--- src/cae_pkg.sv ---
// shared types and constants for the alu and move executor
`timescale 1ns / 1ps
package cae_pkg;

    localparam logic [3:0] OP_STORE = 4'd0;
    localparam logic [3:0] OP_MVI   = 4'd1;
    localparam logic [3:0] OP_MOV   = 4'd2;
    localparam logic [3:0] OP_ADD   = 4'd3;
    localparam logic [3:0] OP_ADC   = 4'd4;
    localparam logic [3:0] OP_ADI   = 4'd5;
    localparam logic [3:0] OP_ACI   = 4'd6;
    localparam logic [3:0] OP_SUB   = 4'd7;
    localparam logic [3:0] OP_SBB   = 4'd8;
    localparam logic [3:0] OP_SUI   = 4'd9;
    localparam logic [3:0] OP_SBI   = 4'd10;
    localparam logic [3:0] OP_INR   = 4'd11;
    localparam logic [3:0] OP_DCR   = 4'd12;
    localparam logic [3:0] OP_LXI   = 4'd13;
    localparam logic [3:0] OP_JMP   = 4'd14;

    localparam logic [2:0] CODE_H = 3'd4;
    localparam logic [2:0] CODE_L = 3'd5;
    localparam logic [2:0] CODE_M = 3'd6;
    localparam logic [2:0] CODE_A = 3'd7;
    // slot of the accumulator in the register file
    localparam logic [2:0] IDX_A  = 3'd6;
    localparam int         NUM_REGS = 7;

    typedef struct packed {
        logic [3:0]  op;
        logic [2:0]  tgt;
        logic [2:0]  src;
        logic [15:0] imm;
        logic [7:0]  sdat;
        logic        rd_mem;
    } cae_item_t;

    typedef struct packed {
        logic [7:0]  acc;
        logic [7:0]  wv;
        logic        z;
        logic        s;
        logic        p;
        logic        cy;
        logic [15:0] pc;
    } cae_res_t;

    typedef struct packed {
        logic clearing;
        logic rd_pend;
    } cae_stat_t;

endpackage

--- src/cae_front.sv ---
// front end: input queue and operand classification
`timescale 1ns / 1ps
module cae_front (
    input  logic               clk,
    input  logic               rst_n,
    input  logic               hold,
    input  logic               push,
    output logic               full,
    input  logic [3:0]         op,
    input  logic [2:0]         target_reg,
    input  logic [2:0]         operand_reg,
    input  logic [15:0]        immediate,
    input  logic [7:0]         store_data,
    output logic               item_valid,
    output cae_pkg::cae_item_t item,
    input  logic               item_take
);
    import cae_pkg::*;

    cae_item_t  q_reg [2];
    logic       wr_ptr_reg, wr_ptr_next;
    logic       rd_ptr_reg, rd_ptr_next;
    logic [1:0] cnt_reg, cnt_next;
    logic       acc_beat;
    logic       take_beat;
    logic       uses_src;
    cae_item_t  new_item;

    assign full      = (cnt_reg == 2'd2) || hold;
    assign acc_beat  = push && !full;
    assign take_beat = item_take && (cnt_reg != 2'd0);

    // ops whose operand may be memory at h:l
    always_comb
    begin
        unique case (op)
            OP_MOV, OP_ADD, OP_ADC, OP_SUB, OP_SBB, OP_INR, OP_DCR: uses_src = 1'b1;
            default: uses_src = 1'b0;
        endcase
    end

    always_comb
    begin
        new_item.op     = op;
        new_item.tgt    = target_reg;
        new_item.src    = operand_reg;
        new_item.imm    = immediate;
        new_item.sdat   = store_data;
        new_item.rd_mem = uses_src && (operand_reg == CODE_M);
    end

    always_comb
    begin
        wr_ptr_next = wr_ptr_reg ^ acc_beat;
        rd_ptr_next = rd_ptr_reg ^ take_beat;
        cnt_next    = cnt_reg + {1'b0, acc_beat} - {1'b0, take_beat};
    end

    always_ff @(posedge clk or negedge rst_n)
    begin
        if (!rst_n)
        begin
            wr_ptr_reg <= 1'b0;
            rd_ptr_reg <= 1'b0;
            cnt_reg    <= 2'd0;
        end
        else
        begin
            wr_ptr_reg <= wr_ptr_next;
            rd_ptr_reg <= rd_ptr_next;
            cnt_reg    <= cnt_next;
        end
    end

    always_ff @(posedge clk)
    begin
        if (acc_beat)
        begin
            q_reg[wr_ptr_reg] <= new_item;
        end
    end

    assign item_valid = (cnt_reg != 2'd0);
    assign item       = q_reg[rd_ptr_reg];
endmodule

--- config.mk ---
export PLATFORM = sky130hd
export DESIGN_NAME = cae_front
export DESIGN_NICKNAME = d
export VERILOG_FILES = /design/src/cae_pkg.sv /design/src/cae_front.sv
export SDC_FILE = /design/constraint.sdc
export NUM_CORES = 1
export LEC_CHECK = 0
export BUFFER_PORTS_ARGS = -buffer_cell sky130_fd_sc_hd__buf_4
export CORE_MARGIN = 2
export CORE_UTILIZATION = 26
export DETAILED_ROUTE_END_ITERATION = 7
export PLACE_DENSITY = 0.44
export SYNTH_ARGS = -nofsm -noshare
export SYNTH_HDL_FRONTEND = slang
export SYNTH_SLANG_ARGS = --single-unit
--- constraint.sdc ---
create_clock -name clk -period 2.2 [get_ports clk]
set_clock_uncertainty 0.15 [all_clocks]
set_input_delay 0.44 -clock clk [delete_from_list [all_inputs] [get_ports clk]]
set_output_delay 0.44 -clock clk [all_outputs]
set_load 0.01 [all_outputs]
==> results of run 1 <==
## repair_timing
item,CTS,global route
gates resized for setup,0,0
endpoints found under the setup margin,0,0
endpoints found under the hold margin,4,0
hold buffers,1,0
## cells in the final DEF, fill, tap and decap left out
master and instances:
buf_4 78, ha_2 2, and2_1 1, a21oi_1 1, clkinv_1 2, nand2_1 2, bufinv_16 3, xnor2_1 2
nor2_1 1, clkinv_4 1, mux2_2 6, a21boi_0 1, or2_4 1, dfrtp_2 1, nor3b_1 1, and2_4 1
nor3_1 1, ha_1 2, dlygate4sd3_1 1, mux2_4 29, edfxtp_1 70, nand3b_1 1, clkbuf_16 9, buf_12 3
inv_1 5, dfrtp_1 3, xor2_1 1, nor4_1 1
## worst paths after layout
kind                            depth (start not counted)  slack, ps            to
worst max-delay path                                    3         70       item[0]
worst min-delay path                                    1        150  q_reg[0][30]
worst max register to register                          7        380    cnt_reg[1]
worst min register to register                          1        360    cnt_reg[1]
max in group asynchronous                               2       1500    rd_ptr_reg
min in group asynchronous                               2        290    cnt_reg[0]
## per-layer routing
metal / track usage (%) / vias to the layer above / part of all wire, %
li1: - / 703 / -
met1: 10.9 / 731 / 44
met2: 13.7 / 58 / 48
met3: 4.06 / 6 / 7.5
met4: 3.50 / 0 / 1.0
met5: 0 / - / 0
## critical path: stages, from the launching register on
cell and delay, ps:
dfrtp_2 380, buf_4 280, mux2_2 390, buf_4 150
## cell families (layout without fill, tap and decap cells)
kind of cell	after synthesis	count (layout)	share of synthesized area (%)
flops	74	74	74.8
mux	35	35	17.1
simple gates	10	10	2.08
buf+inv	9	102	3.06
fa+ha+maj	4	4	1.70
xor+xnor	3	3	0.892
compound gates	2	2	0.425
## report_power, final
| part | leakage [nW] | internal [mW] | switching [mW] | total, mW |
|---|---|---|---|---|
| logic | 0.756 | 0.871 | 0.662 | 1.53 |
| registers | 0.686 | 1.77 | 0.0617 | 1.83 |
| clock network | 0.161 | 1.09 | 0.514 | 1.61 |
## final cells by class
class,instances,area (um^2)
Clock inverter,6,106
Timing Repair Buffer,82,656
Multi-Input combinational cell,54,658
Inverter,5,18.8
Clock buffer,9,225
Sequential cell,74,2200
Fill cell,1044,6890
Tap cell,140,175
## stage by stage
stage	total power, mW	instance area [um^2]	setup WS, ps	hold slack (ps)
3_5_place_dp	3.44	3700	315	92.6
6_report	4.97	4040	70.6	151
4_1_cts	5.08	4040	25.4	137
2_1_floorplan	2.88	2950	-20.0	-5.59
5_1_grt	5.23	4040	12.2	132
3_3_place_gp	3.43	3700	320	90.7
==> flow_summary_export.csv, run 1 <==
group,metric,value,unit
status,run_status,"finished, final reports clean",
layout,layout-area-overhead-vs-synth,37.3,%
logic_synthesis,synthDominantAreaCellType,"edfxtp_1",
die,rows,38,
run,maxCapViolations,0,
clock_tree,max-clock-path-buffers,2,
logic_synthesis,post_synth_num_cell_types,21,
detailed_routing,drc_errors,0,
detailed_routing,detail_route.first_pass.iterations,4,
logic_synthesis,netlist_instances,137,
layout,final_cells,370,
detailed_routing,routed-via-count,1498,
power,power.density_cell_area,1230,mW/mm^2
sta,fmaxAchievable,470,MHz
clock_tree,cts.htree.levels,3,
layout,final_util,37.0,%
logic_synthesis,synth_area_leaders,"edfxtp_1, mux2_4, dfrtp_1",
layout,number_of_flip_flops_in_the_largest_register,70,
logic_synthesis,most_used_flip_flop_cell_after_synthesis,"edfxtp_1",
layout,final_net_count,269,
worst_setup_path,crit_fanout,14,
global_routing,grt_max_degree,23,
min_path,min-delay-start,"target_reg[2]",
worst_setup_path,worstSetupStartpointType,"flop",
global_routing,number_of_antenna_violations_at_the_first_check_in_global_routing,0,
worst_setup_path,critPathLaunch,"rd_ptr_reg",
logic_synthesis,netlist.area_leader.share,71.4,%
die,floorplan.die.width,110,um
sta,report.final.slew_viol_count,0,
die,initial_utilization,26.9,%
placement,finalWeightedCongestion,0.619,
sta,setup_tns,0,ps
detailed_routing,drt_first_iter_violations,42,
sta,min_period_over_period,96.8,%
worst_setup_path,required,1610,ps
sta,min_period,2130,ps
logic_synthesis,synth_edf_count,70,
logic_synthesis,synthMostInstantiatedCell,"edfxtp_1",
die,die_area,0.0122,mm^2
global_routing,grt.total_usage,8.91,%
placement,io_buffers,75,
layout,fraction_of_final_layout_cells_with_drive_strength_greater_than_1,58.3,%
die,design.portCount,76,
clock_tree,clockRootBuffer,"clkbuf_16",
logic_synthesis,ys_seq_elements,74,
worst_setup_path,cp_data_arrival_time,1540,ps
detailed_routing,route.detailed.wl_per_inst,14.4,um
logic_synthesis,post_synth_instance_area,0.00295,mm^2
worst_setup_path,critical_path.reg2reg.startpoint,"cnt_reg[1]",
global_routing,grt-ovfl-total,0,
power,p_leak,1.60,nW
sta,finalHoldViolations,0,
die,core_area,0.0109,mm^2
placement,numPlacedInstances,354,
placement,detailedPlacementHpwl,3.64,mm
layout,antenna_cells_inserted,0,
worst_setup_path,cp-end-kind,"primary output",
sta,grt_setup_unrepaired,"false",
die,fp.dieH,110,um
logic_synthesis,async_set_or_reset_flop_fraction_in_the_synthesized_netlist,5.41,%
clock_tree,clkSinkCount,74,
sta,worst-slew-pin-transition,444,ps
logic_synthesis,ys_top_cells_by_count,"edfxtp_1, mux2_4, mux2_2",
clock_tree,cts.clk_slew.worst_paths,60,ps
global_routing,vias_in_the_first_global_route,1565,
sta,setup-violations-final,0,
detailed_routing,drt-total-wl,5.32,mm
clock_tree,cts-buffers-inserted,9,
global_routing,grt_first_pass_wirelength,8.26,mm
logic_synthesis,syn_area_per_cell,21.5,um^2
clock_tree,cts_setup_buffers,0,
logic_synthesis,syn-num-nets,180,
worst_setup_path,timing.setup.critical_path_class,"reg2out",
detailed_routing,postRouteAntennaNets,0,
power,vdd.ir_drop.worst,446,uV
min_path,holdCritPathClass,"in2reg",
sta,relSlewSlack,70.2,%
logic_synthesis,synth_warnings,0,
detailed_routing,post_drt_via_cell_ratio,4.05,
clock_tree,clock_latency,320,ps
clock_tree,clock_tree_from_tritoncts,"done",
logic_synthesis,synth_sequential_area_ratio,74.8,%
Power figures use the tool's default switching activity.
==> inputs of run 2 (changes only) <==
--- a/config.mk
+++ b/config.mk
@@ -7,9 +7,9 @@
 export LEC_CHECK = 0
 export BUFFER_PORTS_ARGS = -buffer_cell sky130_fd_sc_hd__buf_4
 export CORE_MARGIN = 2
-export CORE_UTILIZATION = 26
+export CORE_UTILIZATION = 30
 export DETAILED_ROUTE_END_ITERATION = 7
-export PLACE_DENSITY = 0.44
+export PLACE_DENSITY = 0.49
 export SYNTH_ARGS = -nofsm -noshare
 export SYNTH_HDL_FRONTEND = slang
 export SYNTH_SLANG_ARGS = --single-unit
==> flow_summary_export.csv, run 2 (synthesis gave the netlist of run 1 again) <==
group,metric,value,unit
layout,mostFrequentLayoutCells,"buf_4, edfxtp_1, mux2_4, clkbuf_8, mux2_2",
die,core_area,0.00964,mm^2
layout,number_of_flip_flops_in_the_largest_register,70,
power,power.density_cell_area,1120,mW/mm^2
placement,placement.cell_area,0.00370,mm^2
power,vdd.ir_drop.worst,427,uV
detailed_routing,drc_errors,0,
layout,fraction_of_final_layout_cells_with_drive_strength_greater_than_1,58.5,%
sta,setup_tns,0,ps
sta,fmaxAchievable,489,MHz
sta,min_period,2050,ps
global_routing,vias_in_the_first_global_route,1520,
layout,final_net_count,272,
placement,finalWeightedCongestion,0.644,
sta,report.final.slew_viol_count,0,
detailed_routing,route.detailed.wl_per_inst,14.0,um
clock_tree,cts.clk_slew.worst_paths,70,ps
run,maxCapViolations,0,
global_routing,grt_max_degree,25,
layout,layout.cells.most_common,"buf_4",
placement,io_buffers,75,
detailed_routing,drt_first_iter_violations,44,
die,design.portCount,76,
clock_tree,clockRootBuffer,"clkbuf_8",
layout,nFillCells,908,
clock_tree,cts-resized-gates,0,
layout,layout-area-overhead-vs-synth,33.2,%
power,p_leak,1.55,nW
min_path,holdCritPathClass,"in2reg",
clock_tree,clock_tree_from_tritoncts,"done",
die,floorplan.die.width,103,um
layout,antenna_cells_inserted,0,
detailed_routing,drt-total-wl,5.15,mm
die,die_area,0.0106,mm^2
clock_tree,max-clock-path-buffers,2,
detailed_routing,post_drt_via_cell_ratio,3.98,
clock_tree,cts.htree.levels,3,
sta,finalHoldViolations,0,
worst_setup_path,required,1610,ps
global_routing,number_of_antenna_violations_at_the_first_check_in_global_routing,0,
layout,final_area,0.00392,mm^2
worst_setup_path,crit_fanout,12,
detailed_routing,routed-via-count,1462,
clock_tree,cts-buffers-inserted,9,
sta,relSlewSlack,65.8,%
worst_setup_path,cp-end-kind,"primary output",
die,fp.dieH,103,um
placement,detailedPlacementHpwl,3.64,mm
status,run_status,"finished, final reports clean",
worst_setup_path,cp_data_arrival_time,1460,ps
detailed_routing,postRouteAntennaNets,0,
die,rows,36,
min_path,hold_path_depth,1,
die,initial_utilization,30.6,%
worst_setup_path,worstSetupStartpointType,"flop",
worst_setup_path,timing.setup.critical_path_class,"reg2out",
worst_setup_path,worst_r2r_path_depth,7,
clock_tree,clock_latency,330,ps
sta,setup-violations-final,0,
clock_tree,clkSinkCount,74,
sta,grt_setup_unrepaired,"false",
sta,worst-slew-pin-transition,508,ps
sta,min_period_over_period,93.0,%
detailed_routing,detail_route.first_pass.iterations,4,
global_routing,grt-ovfl-total,0,
global_routing,grt.total_usage,10.4,%
global_routing,grt_first_pass_wirelength,7.85,mm
-- run 2: final cells by class --
class,count,area (um^2),share of cell area (%)
clock inverter,6,57.6,1.47
clock buffer,10,128,3.25
multi-input combinational,54,658,16.8
tap,133,166,4.24
inverter,5,18.8,0.478
sequential,74,2200,56.2
timing repair buffer,85,691,17.6
-- run 2: repair_timing --
item	CTS	global route
hold endpoints to repair	4	0
hold buffers	1	0
setup buffers	3	0
setup endpoints to repair	24	0
-- run 2: worst max-delay path, stage by stage (launching register included) --
cell	delay [ps]
dfrtp_2	450
buf_12	180
mux2_2	350
buf_4	150
-- run 2: routing by layer --
| layer | GRT usage, % | vias up | share of wire (%) |
|---|---|---|---|
| met4 | 4.55 | 0 | 1.3 |
| met5 | 0 | - | 0 |
| met3 | 4.81 | 8 | 9.8 |
| met1 | 13.5 | 677 | 46 |
| met2 | 14.7 | 65 | 43 |
| li1 | - | 712 | - |
-- run 2: stage by stage --
step | hold WS [ps] | util, % | worst slack [ps] | total power [mW] | instances
4_1_cts | 118 | 40.7 | 133 | 4.48 | 367
3_5_place_dp | 97.4 | 38.4 | 335 | 3.45 | 347
3_3_place_gp | 95.8 | 38.4 | 328 | 3.44 | 347
2_1_floorplan | -5.59 | - | -20.0 | 2.88 | 137
5_1_grt | 102 | 40.7 | 92.7 | 4.64 | 367
6_report | 138 | 40.7 | 154 | 4.39 | 367
-- run 2: where the power goes --
| group | leakage, nW | internal (mW) | switching [mW] |
|---|---|---|---|
| Combinational | 0.775 | 0.927 | 0.650 |
| Clock | 0.0874 | 0.514 | 0.460 |
| Sequential | 0.686 | 1.76 | 0.0755 |
| Total | 1.55 | 3.21 | 1.19 |
-- run 2: path summary, 6_finish.rpt --
kind | end | start | slack [ps]
setup / recovery | item[34] | rd_ptr_reg | 150
hold / removal | q_reg[0][9] | immediate[0] | 140
setup reg to reg | cnt_reg[1] | cnt_reg[1] | 380
hold reg to reg | cnt_reg[1] | cnt_reg[1] | 360
max in group asynchronous | rd_ptr_reg | rst_n | 1490
min in group asynchronous | wr_ptr_reg | rst_n | 290
==> inputs of run 3 (changes only) <==
--- a/config.mk
+++ b/config.mk
@@ -6,7 +6,7 @@
 export NUM_CORES = 1
 export LEC_CHECK = 0
 export BUFFER_PORTS_ARGS = -buffer_cell sky130_fd_sc_hd__buf_4
-export CORE_MARGIN = 2
+export CORE_MARGIN = 10
 export CORE_UTILIZATION = 30
 export DETAILED_ROUTE_END_ITERATION = 7
 export PLACE_DENSITY = 0.49
==> flow_summary_export.csv, run 3 (synthesis gave the netlist of run 1 again) <==
group,metric,value,unit
status,run_status,"finished, final reports clean",
global_routing,grt_first_pass_wirelength,8.76,mm
sta,fmaxAchievable,475,MHz
worst_setup_path,required,1610,ps
sta,min_period,2110,ps
global_routing,grt.total_usage,8.15,%
die,design.portCount,76,
die,core_area,0.00968,mm^2
worst_setup_path,cp_data_arrival_time,1520,ps
layout,final_area,0.00391,mm^2
die,fp.dieH,119,um
min_path,holdCritPathClass,"in2reg",
worst_setup_path,worst_r2r_path_depth,7,
clock_tree,cts.htree.levels,3,
worst_setup_path,cp_cell_sequence,"buf_12, mux2_2, buf_4",
sta,report.final.slew_viol_count,0,
die,initial_utilization,30.4,%
layout,fraction_of_final_layout_cells_with_drive_strength_greater_than_1,58.1,%
global_routing,vias_in_the_first_global_route,1555,
detailed_routing,postRouteAntennaNets,0,
layout,layout.cells.most_common,"buf_4",
layout,number_of_flip_flops_in_the_largest_register,70,
detailed_routing,drc_errors,0,
detailed_routing,drt-total-wl,5.83,mm
sta,worst-slew-pin-transition,441,ps
power,power.density_cell_area,1120,mW/mm^2
clock_tree,clkSinkCount,74,
power,report.power.total,4.37,mW
worst_setup_path,cp-end-kind,"primary output",
sta,min_period_over_period,95.8,%
die,floorplan.die.width,119,um
sta,setup-violations-final,0,
sta,fin_hold_ws,145,ps
detailed_routing,drt_first_iter_violations,46,
worst_setup_path,worstSetupStartpointType,"flop",
clock_tree,clock_tree_from_tritoncts,"done",
clock_tree,clock_latency,330,ps
detailed_routing,route.detailed.wl_per_inst,16.1,um
detailed_routing,routed-via-count,1463,
detailed_routing,post_drt_via_cell_ratio,4.04,
die,rows,36,
layout,antenna_cells_inserted,0,
placement,finalWeightedCongestion,0.714,
layout,layout-area-overhead-vs-synth,32.8,%
detailed_routing,detail_route.first_pass.iterations,4,
power,p_leak,1.54,nW
clock_tree,cts.clk_slew.worst_paths,70,ps
worst_setup_path,critical-path-max-stage-delay,460,ps
layout,final_net_count,269,
run,maxCapViolations,0,
global_routing,grt-ovfl-total,0,
clock_tree,max-clock-path-buffers,2,
placement,io_buffers,75,
placement,numPlacedInstances,347,
sta,relSlewSlack,70.3,%
min_path,hold_path_depth,1,
worst_setup_path,crit_fanout,17,
power,vdd.ir_drop.worst,467,uV
clock_tree,cts_hold_buf,1,
placement,detailedPlacementHpwl,4.39,mm
worst_setup_path,critPathLaunch,"rd_ptr_reg",
global_routing,grt_max_degree,18,
placement,placement.cell_area,0.00373,mm^2
layout,final_util,40.4,%
global_routing,number_of_antenna_violations_at_the_first_check_in_global_routing,0,
worst_setup_path,timing.setup.critical_path_class,"reg2out",
worst_setup_path,crit_path_top_delay_cell,"dfrtp_2",
sta,finalHoldViolations,0,
clock_tree,cts-buffers-inserted,9,
worst_setup_path,critical_path.reg2reg.startpoint,"cnt_reg[1]",
sta,grt_setup_unrepaired,"false",
layout,mostFrequentLayoutCells,"buf_4, edfxtp_1, mux2_4, clkbuf_8",
min_path,min-delay-start,"store_data[4]",
die,die_area,0.0142,mm^2
clock_tree,cts-resized-gates,0,
clock_tree,clockRootBuffer,"clkbuf_8",
layout,final_cells,362,
clock_tree,cts_setup_buffers,0,
[run 3: per-layer routing]
layer / GRT usage (%) / wire length (um) / vias up
met1: 9.87 / 2570 / 705
met2: 11.5 / 2640 / 53
met4: 3.44 / 41 / 0
met3: 4.77 / 579 / 4
met5: 0 / 0 / -
li1: - / - / 701
[run 3: worst paths after layout]
path,endpoint,slack [ps]
max in group asynchronous,rd_ptr_reg,1500
worst min-delay path,q_reg[1][5],140
worst min register to register,cnt_reg[1],370
worst max register to register,cnt_reg[1],360
worst max-delay path,item[0],90
min in group asynchronous,cnt_reg[0],290
[run 3: power by group]
group          internal [mW]  leakage (nW)  switching (mW)
clock                  0.500        0.0898           0.443
combinational          0.914         0.766           0.669
sequential              1.77         0.686          0.0783
total                   3.18          1.54            1.19
[run 3: critical path: cells and delay by family (launching register included)]
family,cells,cell delay (ps)
DFF,1,460
muxes,1,370
buffers and inverters,2,350
[run 3: metrics by stage]
step	setup TNS, ps	setup WS, ps
5_1_grt	0	18.2
3_5_place_dp	0	265
4_1_cts	0	40.8
3_3_place_gp	0	281
6_report	0	93.1
2_1_floorplan	-1400	-20.0
[run 3: layout make-up]
cell class,count,area (um^2)
multi-input cells,54,658
repair buffers,82,693
flip-flops and latches,74,2200
clock inverters,5,47.5
fillers,895,5770
clock buffers,9,124
inverters,5,18.8
well taps,133,166
